## config.mk

```make
export PLATFORM = sky130hd
export DESIGN_NAME = json_number_string_lexer_core
export DESIGN_NICKNAME = d
export VERILOG_FILES = /design/src/hdl/jnsl_pkg.sv /design/src/hdl/json_number_string_lexer_core.sv
export SDC_FILE = /design/constraint.sdc
export NUM_CORES = 1
export LEC_CHECK = 0
export BUFFER_PORTS_ARGS = -buffer_cell sky130_fd_sc_hd__buf_2
export CORE_ASPECT_RATIO = 0.5
export CORE_MARGIN = 8
export CORE_UTILIZATION = 57
export DETAILED_ROUTE_END_ITERATION = 8
export PLACE_DENSITY = 0.81
export REMOVE_ABC_BUFFERS = 1
export SETUP_SLACK_MARGIN = 0.2
export SLEW_MARGIN = 10
export SYNTH_ARGS = -nofsm -noshare
export SYNTH_HDL_FRONTEND = slang
export SYNTH_SLANG_ARGS = --single-unit
```

## constraint.sdc

```tcl
create_clock -name clk_i -period 13.6 [get_ports clk_i]
set_input_delay 1.36 -clock clk_i [delete_from_list [all_inputs] [get_ports clk_i]]
set_output_delay 1.36 -clock clk_i [all_outputs]
set_load 0.1 [all_outputs]
```

## src/hdl/jnsl_pkg.sv

```systemverilog
`default_nettype none

package jnsl_pkg;

  // Scanner modes, one-hot
  typedef enum logic [9:0] {
    S_IDLE  = 10'b00_0000_0001,
    S_SIGN  = 10'b00_0000_0010,
    S_INT   = 10'b00_0000_0100,
    S_FRAC0 = 10'b00_0000_1000,
    S_FRAC  = 10'b00_0001_0000,
    S_EXP0  = 10'b00_0010_0000,
    S_EXPS  = 10'b00_0100_0000,
    S_EXP   = 10'b00_1000_0000,
    S_SBODY = 10'b01_0000_0000,
    S_SESC  = 10'b10_0000_0000
  } scan_mode_e;

  // Request codes on kind
  localparam logic [1:0] REQ_NUM = 2'd1;
  localparam logic [1:0] REQ_STR = 2'd2;

  // Token types
  localparam logic [1:0] TOK_INT   = 2'd0;
  localparam logic [1:0] TOK_FLOAT = 2'd1;
  localparam logic [1:0] TOK_STR   = 2'd2;

  // Error codes
  localparam logic [2:0] ERR_NONE         = 3'd0;
  localparam logic [2:0] ERR_LONE_MINUS   = 3'd1;
  localparam logic [2:0] ERR_LEAD_ZERO    = 3'd2;
  localparam logic [2:0] ERR_MINUS_ZERO   = 3'd3;
  localparam logic [2:0] ERR_EMPTY_FRAC   = 3'd4;
  localparam logic [2:0] ERR_EMPTY_EXP    = 3'd5;
  localparam logic [2:0] ERR_BAD_ESCAPE   = 3'd6;
  localparam logic [2:0] ERR_UNCLOSED_STR = 3'd7;

  // Characters
  localparam logic [7:0] CH_NUL   = 8'h00;
  localparam logic [7:0] CH_TAB   = 8'h09;
  localparam logic [7:0] CH_NL    = 8'h0A;
  localparam logic [7:0] CH_CR    = 8'h0D;
  localparam logic [7:0] CH_QUOTE = 8'h22;
  localparam logic [7:0] CH_PLUS  = 8'h2B;
  localparam logic [7:0] CH_MINUS = 8'h2D;
  localparam logic [7:0] CH_DOT   = 8'h2E;
  localparam logic [7:0] CH_SLASH = 8'h2F;
  localparam logic [7:0] CH_ZERO  = 8'h30;
  localparam logic [7:0] CH_NINE  = 8'h39;
  localparam logic [7:0] CH_UE    = 8'h45;
  localparam logic [7:0] CH_BSL   = 8'h5C;
  localparam logic [7:0] CH_B     = 8'h62;
  localparam logic [7:0] CH_LE    = 8'h65;
  localparam logic [7:0] CH_F     = 8'h66;
  localparam logic [7:0] CH_N     = 8'h6E;
  localparam logic [7:0] CH_R     = 8'h72;
  localparam logic [7:0] CH_T     = 8'h74;

  // Counter limits and register reset
  localparam logic [15:0] CNT_MAX   = 16'hFFFF;
  localparam logic [4:0]  TAB_RESET = 5'd8;

endpackage

`default_nettype wire

```

## src/hdl/json_number_string_lexer_core.sv

```systemverilog
// A result beat is registered and becomes valid in the cycle after its character beat is accepted.
// Throughput: one character per cycle; the output register stalls the input only
// while a held result is itself stalled.
// Reset (rst_ni low, asynchronous): idle scanner, line 1, column 0, position 0,
// tab width 8, no result pending.
`default_nettype none

module json_number_string_lexer_core #(
  parameter int POSITION_BITS = 16
) (
  input  wire logic        clk_i,
  input  wire logic        rst_ni,
  // character channel
  input  wire logic        in_valid_i,
  output logic             in_stall_o,
  input  wire logic [1:0]  kind_i,
  input  wire logic [7:0]  ch_i,
  // tab width register write
  input  wire logic        cfg_valid_i,
  output logic             cfg_ready_o,
  input  wire logic [4:0]  cfg_data_i,
  // result channel
  output logic             out_valid_o,
  input  wire logic        out_stall_i,
  output logic [15:0]      line_number_o,
  output logic [15:0]      column_number_o,
  output logic [15:0]      char_index_o,
  output logic             token_done_o,
  output logic [1:0]       token_kind_out_o,
  output logic [15:0]      token_start_o,
  output logic [15:0]      token_length_o,
  output logic [2:0]       error_code_o,
  output logic             token_active_o
);

  localparam logic [POSITION_BITS-1:0] POS_MAX = {POSITION_BITS{1'b1}};

  jnsl_pkg::scan_mode_e state_q, state_d;
  logic [15:0]              line_q, line_d;
  logic [15:0]              col_q, col_d;
  logic [POSITION_BITS-1:0] pos_q, pos_d;
  logic [POSITION_BITS-1:0] begin_q, begin_d;
  logic [1:0]               len_q, len_d;   // integer part length, saturates at 3
  logic                     minus_q, minus_d;
  logic                     lz_q, lz_d;
  logic [4:0]               tab_q;
  logic                     out_valid_q;

  logic        accept;
  logic        is_digit;
  logic        is_exp_ch;
  logic        is_escape;
  logic        floating;
  logic [1:0]  len_inc;
  logic [2:0]  ei_err;
  logic [16:0] col_tab_sum;
  logic [16:0] col_one_sum;
  logic [16:0] line_sum;
  logic        done;
  logic [2:0]  err;
  logic [1:0]  rkind;
  logic [POSITION_BITS-1:0]  tok_len;
  logic [POSITION_BITS+15:0] here_ext;
  logic [POSITION_BITS+15:0] begin_ext;
  logic [POSITION_BITS+15:0] len_ext;

  // Handshakes
  assign accept      = in_valid_i & ~in_stall_o;
  assign in_stall_o  = out_valid_q & out_stall_i;
  assign cfg_ready_o = 1'b1;
  assign out_valid_o = out_valid_q;

  // Character classes
  assign is_digit  = (ch_i >= jnsl_pkg::CH_ZERO) && (ch_i <= jnsl_pkg::CH_NINE);
  assign is_exp_ch = (ch_i == jnsl_pkg::CH_LE) || (ch_i == jnsl_pkg::CH_UE);
  assign is_escape = (ch_i == jnsl_pkg::CH_QUOTE) || (ch_i == jnsl_pkg::CH_BSL) ||
                     (ch_i == jnsl_pkg::CH_SLASH) || (ch_i == jnsl_pkg::CH_B) ||
                     (ch_i == jnsl_pkg::CH_F) || (ch_i == jnsl_pkg::CH_N) ||
                     (ch_i == jnsl_pkg::CH_R) || (ch_i == jnsl_pkg::CH_T);

  // Past the integer part every number is floating
  assign floating = (state_q == jnsl_pkg::S_FRAC0) || (state_q == jnsl_pkg::S_FRAC) ||
                    (state_q == jnsl_pkg::S_EXP0) || (state_q == jnsl_pkg::S_EXPS) ||
                    (state_q == jnsl_pkg::S_EXP);

  assign len_inc = (len_q == 2'd3) ? 2'd3 : len_q + 2'd1;

  // Checks made when the integer part ends
  always_comb begin
    priority if (minus_q && len_q == 2'd1) begin
      ei_err = jnsl_pkg::ERR_LONE_MINUS;
    end else if (!minus_q && lz_q && len_q > 2'd1) begin
      ei_err = jnsl_pkg::ERR_LEAD_ZERO;
    end else if (minus_q && lz_q && len_q > 2'd2) begin
      ei_err = jnsl_pkg::ERR_MINUS_ZERO;
    end else begin
      ei_err = jnsl_pkg::ERR_NONE;
    end
  end

  // Line, column and position counters
  assign col_tab_sum = {1'b0, col_q} + {12'b0, tab_q};
  assign col_one_sum = {1'b0, col_q} + 17'd1;
  assign line_sum    = {1'b0, line_q} + 17'd1;

  always_comb begin
    line_d = line_q;
    if (ch_i == jnsl_pkg::CH_NL) begin
      line_d = line_sum[16] ? jnsl_pkg::CNT_MAX : line_sum[15:0];
      col_d  = 16'd0;
    end else if (ch_i == jnsl_pkg::CH_CR) begin
      col_d = 16'd0;
    end else if (ch_i == jnsl_pkg::CH_TAB) begin
      col_d = col_tab_sum[16] ? jnsl_pkg::CNT_MAX : col_tab_sum[15:0];
    end else begin
      col_d = col_one_sum[16] ? jnsl_pkg::CNT_MAX : col_one_sum[15:0];
    end
  end

  assign pos_d = (pos_q == POS_MAX) ? POS_MAX : pos_q + 1'b1;

  // Token scanner
  always_comb begin
    state_d = state_q;
    begin_d = begin_q;
    len_d   = len_q;
    minus_d = minus_q;
    lz_d    = lz_q;
    done    = 1'b0;
    err     = jnsl_pkg::ERR_NONE;
    rkind   = floating ? jnsl_pkg::TOK_FLOAT : jnsl_pkg::TOK_INT;
    unique case (state_q)
      jnsl_pkg::S_IDLE: begin
        if (kind_i == jnsl_pkg::REQ_NUM) begin
          begin_d = pos_q;
          len_d   = 2'd0;
          minus_d = 1'b0;
          lz_d    = 1'b0;
          rkind   = jnsl_pkg::TOK_INT;
          if (ch_i == jnsl_pkg::CH_MINUS) begin
            minus_d = 1'b1;
            len_d   = 2'd1;
            state_d = jnsl_pkg::S_SIGN;
          end else if (is_digit) begin
            lz_d    = (ch_i == jnsl_pkg::CH_ZERO);
            len_d   = 2'd1;
            state_d = jnsl_pkg::S_INT;
          end else if (ch_i == jnsl_pkg::CH_DOT) begin
            state_d = jnsl_pkg::S_FRAC0;
          end else if (is_exp_ch) begin
            state_d = jnsl_pkg::S_EXP0;
          end else begin
            done = 1'b1;
          end
        end else if (kind_i == jnsl_pkg::REQ_STR) begin
          begin_d = pos_d;
          rkind   = jnsl_pkg::TOK_STR;
          if (ch_i == jnsl_pkg::CH_NUL) begin
            err = jnsl_pkg::ERR_UNCLOSED_STR;
          end else begin
            state_d = jnsl_pkg::S_SBODY;
          end
        end
      end
      jnsl_pkg::S_SIGN, jnsl_pkg::S_INT: begin
        if (is_digit) begin
          if (state_q == jnsl_pkg::S_SIGN) begin
            lz_d = (ch_i == jnsl_pkg::CH_ZERO);
          end
          len_d   = len_inc;
          state_d = jnsl_pkg::S_INT;
        end else if (ei_err != jnsl_pkg::ERR_NONE) begin
          err     = ei_err;
          state_d = jnsl_pkg::S_IDLE;
        end else if (ch_i == jnsl_pkg::CH_DOT) begin
          state_d = jnsl_pkg::S_FRAC0;
        end else if (is_exp_ch) begin
          state_d = jnsl_pkg::S_EXP0;
        end else begin
          done    = 1'b1;
          state_d = jnsl_pkg::S_IDLE;
        end
      end
      jnsl_pkg::S_FRAC0: begin
        if (is_digit) begin
          state_d = jnsl_pkg::S_FRAC;
        end else begin
          err     = jnsl_pkg::ERR_EMPTY_FRAC;
          state_d = jnsl_pkg::S_IDLE;
        end
      end
      jnsl_pkg::S_FRAC: begin
        if (is_digit) begin
          state_d = jnsl_pkg::S_FRAC;
        end else if (is_exp_ch) begin
          state_d = jnsl_pkg::S_EXP0;
        end else begin
          done    = 1'b1;
          state_d = jnsl_pkg::S_IDLE;
        end
      end
      jnsl_pkg::S_EXP0: begin
        if (ch_i == jnsl_pkg::CH_PLUS || ch_i == jnsl_pkg::CH_MINUS) begin
          state_d = jnsl_pkg::S_EXPS;
        end else if (is_digit) begin
          state_d = jnsl_pkg::S_EXP;
        end else begin
          err     = jnsl_pkg::ERR_EMPTY_EXP;
          state_d = jnsl_pkg::S_IDLE;
        end
      end
      jnsl_pkg::S_EXPS: begin
        if (is_digit) begin
          state_d = jnsl_pkg::S_EXP;
        end else begin
          err     = jnsl_pkg::ERR_EMPTY_EXP;
          state_d = jnsl_pkg::S_IDLE;
        end
      end
      jnsl_pkg::S_EXP: begin
        if (!is_digit) begin
          done    = 1'b1;
          state_d = jnsl_pkg::S_IDLE;
        end
      end
      jnsl_pkg::S_SBODY: begin
        rkind = jnsl_pkg::TOK_STR;
        if (ch_i == jnsl_pkg::CH_NUL) begin
          err     = jnsl_pkg::ERR_UNCLOSED_STR;
          state_d = jnsl_pkg::S_IDLE;
        end else if (ch_i == jnsl_pkg::CH_QUOTE) begin
          done    = 1'b1;
          state_d = jnsl_pkg::S_IDLE;
        end else if (ch_i == jnsl_pkg::CH_BSL) begin
          state_d = jnsl_pkg::S_SESC;
        end
      end
      jnsl_pkg::S_SESC: begin
        rkind = jnsl_pkg::TOK_STR;
        if (is_escape) begin
          state_d = jnsl_pkg::S_SBODY;
        end else begin
          err     = jnsl_pkg::ERR_BAD_ESCAPE;
          state_d = jnsl_pkg::S_IDLE;
        end
      end
      default: begin
        state_d = jnsl_pkg::S_IDLE;
      end
    endcase
  end

  // Token length, zero when the start lies past this character
  assign tok_len   = (pos_q >= begin_d) ? pos_q - begin_d : '0;
  assign here_ext  = {16'b0, pos_q};
  assign begin_ext = {16'b0, begin_d};
  assign len_ext   = {16'b0, tok_len};

  // Scanner and counter state
  always_ff @(posedge clk_i or negedge rst_ni) begin
    if (!rst_ni) begin
      state_q <= jnsl_pkg::S_IDLE;
      line_q  <= 16'd1;
      col_q   <= 16'd0;
      pos_q   <= '0;
      begin_q <= '0;
      len_q   <= 2'd0;
      minus_q <= 1'b0;
      lz_q    <= 1'b0;
    end else if (accept) begin
      state_q <= state_d;
      line_q  <= line_d;
      col_q   <= col_d;
      pos_q   <= pos_d;
      begin_q <= begin_d;
      len_q   <= len_d;
      minus_q <= minus_d;
      lz_q    <= lz_d;
    end
  end

  // Tab width register
  always_ff @(posedge clk_i or negedge rst_ni) begin
    if (!rst_ni) begin
      tab_q <= jnsl_pkg::TAB_RESET;
    end else if (cfg_valid_i && cfg_ready_o) begin
      tab_q <= cfg_data_i;
    end
  end

  // Result beat valid
  always_ff @(posedge clk_i or negedge rst_ni) begin
    if (!rst_ni) begin
      out_valid_q <= 1'b0;
    end else if (accept) begin
      out_valid_q <= 1'b1;
    end else if (!out_stall_i) begin
      out_valid_q <= 1'b0;
    end
  end

  // Result payload
  always_ff @(posedge clk_i) begin
    if (accept) begin
      line_number_o   <= line_d;
      column_number_o <= col_d;
      char_index_o    <= here_ext[15:0];
      token_done_o    <= done;
      error_code_o    <= err;
      token_active_o  <= (state_d != jnsl_pkg::S_IDLE);
      if (done || err != jnsl_pkg::ERR_NONE) begin
        token_kind_out_o <= rkind;
        token_start_o    <= begin_ext[15:0];
        token_length_o   <= len_ext[15:0];
      end else begin
        token_kind_out_o <= jnsl_pkg::TOK_INT;
        token_start_o    <= 16'd0;
        token_length_o   <= 16'd0;
      end
    end
  end

endmodule

`default_nettype wire
```

=== Word-level counts from Yosys, hierarchy flattened ===
Cells that the tools add are included.

* Flip-flop bits (word level): 171
* Input bits: 20
* Output and inout port bits: 90
* Logic and storage cells: 177

* $add $sub $neg: 6
* Magnitude comparators: 5
* Eq/ne operators: 37
* Mux-type cells: 76
* Bitwise logic cells: 3
* Reductions and logical operators: 31

{| class="wikitable"
|+ Operators with widths
! operator !! count
|-
| 2-to-1 mux 16 bit || 11
|-
| 2-to-1 mux 10 bit || 11
|-
| case mux 10 bit (9 select lines) || 1
|-
| equality test 8 x 7 -> 1 bit, second input constant || 8
|-
| equality test 8 x 6 -> 1 bit, second input constant || 6
|-
| adder 16 x 1 -> 17 bit, second input constant || 2
|-
| 2-to-1 mux 3 bit || 11
|-
| 2-to-1 mux 6 bit || 5
|-
| equality test 8 x 4 -> 1 bit, second input constant || 3
|-
| 2-to-1 mux 1 bit || 22
|-
| case mux 3 bit (7 select lines) || 1
|-
| adder 16 x 5 -> 17 bit || 1
|-
| adder 16 x 1 -> 16 bit, second input constant || 1
|-
| equality test 16 bit, second input constant || 1
|-
| greater-or-equal comparator 16 bit || 1
|-
| 2-to-1 mux 8 bit || 2
|-
| subtractor 16 bit || 1
|-
| logical OR 1 bit || 14
|-
| 2-to-1 mux 2 bit || 6
|-
| equality test 10 x 1 -> 1 bit, second input constant || 1
|-
| equality test 10 bit, second input constant || 1
|-
| equality test 10 x 2 -> 1 bit, second input constant || 1
|-
| equality test 10 x 3 -> 1 bit, second input constant || 1
|-
| equality test 10 x 4 -> 1 bit, second input constant || 1
|-
| other kinds (32) || 45
|}

=== Longest topological paths before layout ===
* Word-level depth: 13
* Gate-level depth with buffers: 21

=== Least setup slack after synthesis ===
No wires, ideal clock.

* Path kind: input to register
* Start point: input port kind_i[1]
* End point: register token_length_o[10] (data pin)
* Setup time: 0.268 ns
* Data arrival time: 4.805 ns
* Slack: 8.526 ns
* Stages: 16
* Buffers on the path: 2
* Path through: nand2b_1 nor4_2 clkbuf_1 o31ai_1 inv_1 ha_1 inv_1 fa_1 a211oi_1 o21bai_1 a2111oi_0 o22ai_1 a31oi_1 o21a_1 clkbuf_1 nor3_1

* Elaborated cells on any way between the ends: 15
* Classes of those cells: add/sub (1); order compare (1); eq/ne (2); mux (8); reduce/logical (3)

{| class="wikitable"
|+ RTL lines
! element !! line !! RTL
|-
| start, declared || json_number_string_lexer_core.sv:16 || <nowiki>input wire logic [1:0] kind_i,</nowiki>
|-
| equality test 2 bit || json_number_string_lexer_core.sv:155 || <nowiki>end else if (kind_i == jnsl_pkg::REQ_STR) begin</nowiki>
|-
| 2-to-1 mux 16 bit || json_number_string_lexer_core.sv:155 ||
|-
| 2-to-1 mux 16 bit * || json_number_string_lexer_core.sv:134 || <nowiki>if (kind_i == jnsl_pkg::REQ_NUM) begin</nowiki>
|-
| 2-to-1 mux 16 bit * || json_number_string_lexer_core.sv:132 || <nowiki>unique case (state_q)</nowiki>
|-
| net begin_d[0] || json_number_string_lexer_core.sv:42 || <nowiki>logic [POSITION_BITS-1:0] begin_q, begin_d;</nowiki>
|-
| greater-or-equal comparator 16 bit || json_number_string_lexer_core.sv:254 || <nowiki>assign tok_len = (pos_q >= begin_d) ? pos_q - begin_d : '0;</nowiki>
|-
| AND reduction 2 bit (no source line) || n/a ||
|-
| end signal, assigned || json_number_string_lexer_core.sv:314 || <nowiki>token_length_o <= len_ext[15:0];</nowiki>
|-
| end, declared || json_number_string_lexer_core.sv:31 || <nowiki>output logic [15:0] token_length_o,</nowiki>
|}

The timed path passes the listed nets; every way through them passes the cells marked *.
A chain may end at the register's enable or synchronous reset.

=== Worst setup path after layout ===
* Start point: register state_q[5]
* End point: register token_length_o[13] (data pin)

* Longest elaborated chain between the ends: 6
* Elaborated cells on any way between the ends: 19
* Classes of those cells: add/sub (1); order compare (1); eq/ne (10); mux (3); reduce/logical (4)

{| class="wikitable"
|+ RTL lines
! element !! line !! RTL
|-
| start, declared || json_number_string_lexer_core.sv:38 || <nowiki>jnsl_pkg::scan_mode_e state_q, state_d;</nowiki>
|-
| start signal, assigned || json_number_string_lexer_core.sv:262 || <nowiki>state_q <= jnsl_pkg::S_IDLE;</nowiki>
|-
| start signal, assigned || json_number_string_lexer_core.sv:271 || <nowiki>state_q <= state_d;</nowiki>
|-
| branches (longest 6 deep; another with greater-or-equal comparator 16 bit) || n/a ||
|}

Parallel ways; which one is timed is not known.

==> results.toml <==
[run_status]
status = "finished, final reports clean"

[timing]
drv_slew = 0
grt_setup_unrepaired = "false"
worstMarginPinSlew_ps = 957
setup_tns_ps = 0
fin_crit_sh = 0.448
setup_viol = 0
finClkSkew_ps = 11.6
layout_min_cycle_time_ps = 6090
hold_viol = 0
whs_ps = 487
slew_headroom = 0.362
fmax_mhz = 164

[power]
p_comb_frac = 0.413
ir_drop_v = 0.000147
leakage_nw = 4.47
power_frac_seq = 0.349
p_sw_mw = 0.918
p_clk_frac = 0.238
internal_power_mw = 1.19
power_density_nw_per_um2 = 194
switching_share = 0.436

[global_routing]
grt_usage = 0.221
grt_start_max_net_pins = 85
grt-ovfl-total = 0
antenna_found_initial = 0
grt_pass1_wl_mm = 38.4
grt_pass1_vias = 7560

[worst_setup_path]
endpoint_kind = "register"
r2r_slack_ps = 7510
critical_path_class = "register to register"
rr_startpoint = "state_q[5]"
reg2reg_depth = 14
critical-path-max-stage-delay_ps = 800
rr_endpoint = "token_length_o[13]"
arrival_ps = 6240
crit_required_ps = 13750
start_kind = "register"
crit_chain = "nor4_1 -> nand2_1 -> or3_1 -> nor2_1 -> a21oi_1 -> o21ai_0 -> ha_1 -> o21ai_0 -> o21bai_1 -> a2111oi_0 -> o22ai_1 -> a31oi_1 -> o21a_1 -> a311oi_1"
cpMostUsedCell = "o21ai_0"
crit_fanout = 16
slowest_stage = "a2111oi_0"

[min_path]
hold_path_class = "register to register"
hold_start = "begin_q[9]"
holdPathEnd = "begin_q[9]"
hold_depth = 2

[synth]
synth_top_area_frac = 0.272
synth-seq-cells = 171
synthFlopType = "edfxtp_1"
yosysTopAreaCell = "edfxtp_1"
synth_common_cells = "nor2_1, nand2_1, edfxtp_1"
ys_seq_area_frac = 0.492
avgSynthCellArea_um2 = 9.75
synthTopCellsByArea = "edfxtp_1, dfrtp_1, nor2_1"
yosysUniqueCellTypes = 78
yosysWarnings = 0
async_flop_share = 0.491
syn-cell-area_um2 = 9590
syn_inst = 983
synth_edf_count = 87
yosysMostFrequentCell = "nor2_1"

[floorplan]
core_um2 = 16400
die-area_um2 = 21500
fp.dieH_um = 108
fp-row-count = 33
die_x_um = 199
initial_core_util = 0.583
num_io_pins = 110

[cts]
cts_root_buf = "clkbuf_16"
holdBufCountCts = 0
cts_inserted_buffers = 17
cts_tree = "done"
h-tree-depth = 4
clockBufferDepth = 2
clk_pin_slew_ps = 80
cts_sinks = 171
clk_latency_ps = 440
ctsResizeCount = 0
cts_post_setup_buffers_inserted = 0

[routing]
drt_iter0_markers = 756
dr_total_vias = 8071
wl_per_cell_um = 18.4
drtAntennaViolNets = 0
finalWirelength_mm = 23.9
drc_errors = 0
vias_per_cell = 6.20
first_pass_iters = 6

[place]
placedCellCount = 1269
port_buffers = 108
dpl.hpwl_mm = 16.0
placed_area_um2 = 10200
gp_congestion = 0.902

[layout]
finalInstanceArea_um2 = 10800
finalNetCount = 1107
fillCellCount = 1290
final_util = 0.660
n_antenna_cell = 0
area_growth_pct = 13.1
final_cells = 1301
drive_above_1_share = 0.182

[job]
maxCapViolCount = 0
logic make-up (layout without fill, tap and decap cells):
family,Yosys count,after routing,share of synthesized area
XOR/XNOR,35,35,0.0320
buffers and inverters,82,173,0.0363
multiplexers,22,22,0.0253
adder cells (fa/ha/maj),26,26,0.0355
flip-flops,171,171,0.492
AO/OA/AOI/OAI,258,258,0.172
other,1,1,0.000391
AND/OR/NAND/NOR,388,388,0.207
per-layer routing:
metal	part of all wire	GRT usage
met5	0	0
met4	0.014	0.0658
met3	0.072	0.0437
met2	0.49	0.373
met1	0.43	0.288
critical path, delay by kind of cell, from the launching register on:
family,cells,cell delay [ps]
adder cells (fa/ha/maj),1,370
AND/OR/NAND/NOR,4,2110
flip-flops,1,470
AO/OA/AOI/OAI,9,2860
sequential cells by signal, summed over array words and instances, names as in the netlist:
| name | flops |
|---|---|
| column_number_o | 16 |
| char_index_o | 16 |
| state_q | 10 |
| token_start_o | 16 |
| line_number_o | 16 |
| error_code_o | 3 |
| token_kind_out_o | 2 |
| begin_q | 16 |
| pos_q | 16 |
| tab_q | 5 |
| len_q | 2 |
| minus_q | 1 |
| lz_q | 1 |
| token_done_o | 1 |
| line_q | 16 |
| col_q | 16 |
| token_length_o | 16 |
| out_valid_o | 1 |
| token_active_o | 1 |
power by group through the flow:
stage | clock network, mW | registers [mW] | logic (mW)
2_1_floorplan | 0 | 0.917 | 0.491
3_3_place_gp | 0 | 0.738 | 0.833
3_5_place_dp | 0 | 0.742 | 0.849
4_1_cts | 0.506 | 0.732 | 0.861
5_1_grt | 0.526 | 0.747 | 0.946
6_report | 0.501 | 0.735 | 0.871
layout make-up:
| type | instances | area (um^2) | share of cell area |
|---|---|---|---|
| inverter | 25 | 96.3 | 0.00888 |
| sequential | 171 | 4720 | 0.435 |
| tap | 227 | 284 | 0.0262 |
| timing repair buffer | 116 | 603 | 0.0556 |
| multi-input combinational | 730 | 4530 | 0.418 |
| clock buffer | 18 | 439 | 0.0405 |
| clock inverter | 14 | 175 | 0.0161 |
stage by stage:
stage / worst slack (ps) / power [mW]
floorplan: 7120 / 1.41
global placement: 7700 / 1.57
detailed placement: 7450 / 1.59
finish: 7510 / 2.11
global route: 7060 / 2.22
CTS: 7690 / 2.10
cell usage in the layout (no fill, tap or decap), types with 32 or more instances in the layout:
cell type and instances:
nand2_1 93, nor2_1 105, a21oi_1 66, edfxtp_1 87, dfrtp_1 81, a31oi_1 33, buf_2 107, o21ai_0 50
nor3_1 32, nand3_1 34
worst max path at each step:
| stage | start | end | slack, ps | depth (start not counted) |
|---|---|---|---|---|
| global route | state_q[5] | token_length_o[6] | 7060 | 14 |
| global placement | kind_i[0] | token_length_o[15] | 7700 | 14 |
| floorplan | kind_i[0] | token_length_o[13] | 7120 | 14 |
| CTS | state_q[5] | token_length_o[4] | 7690 | 14 |
| finish | state_q[5] | token_length_o[13] | 7510 | 14 |
| detailed placement | kind_i[0] | token_length_o[13] | 7450 | 14 |
Note: power is estimated with default switching activity, not from simulation.
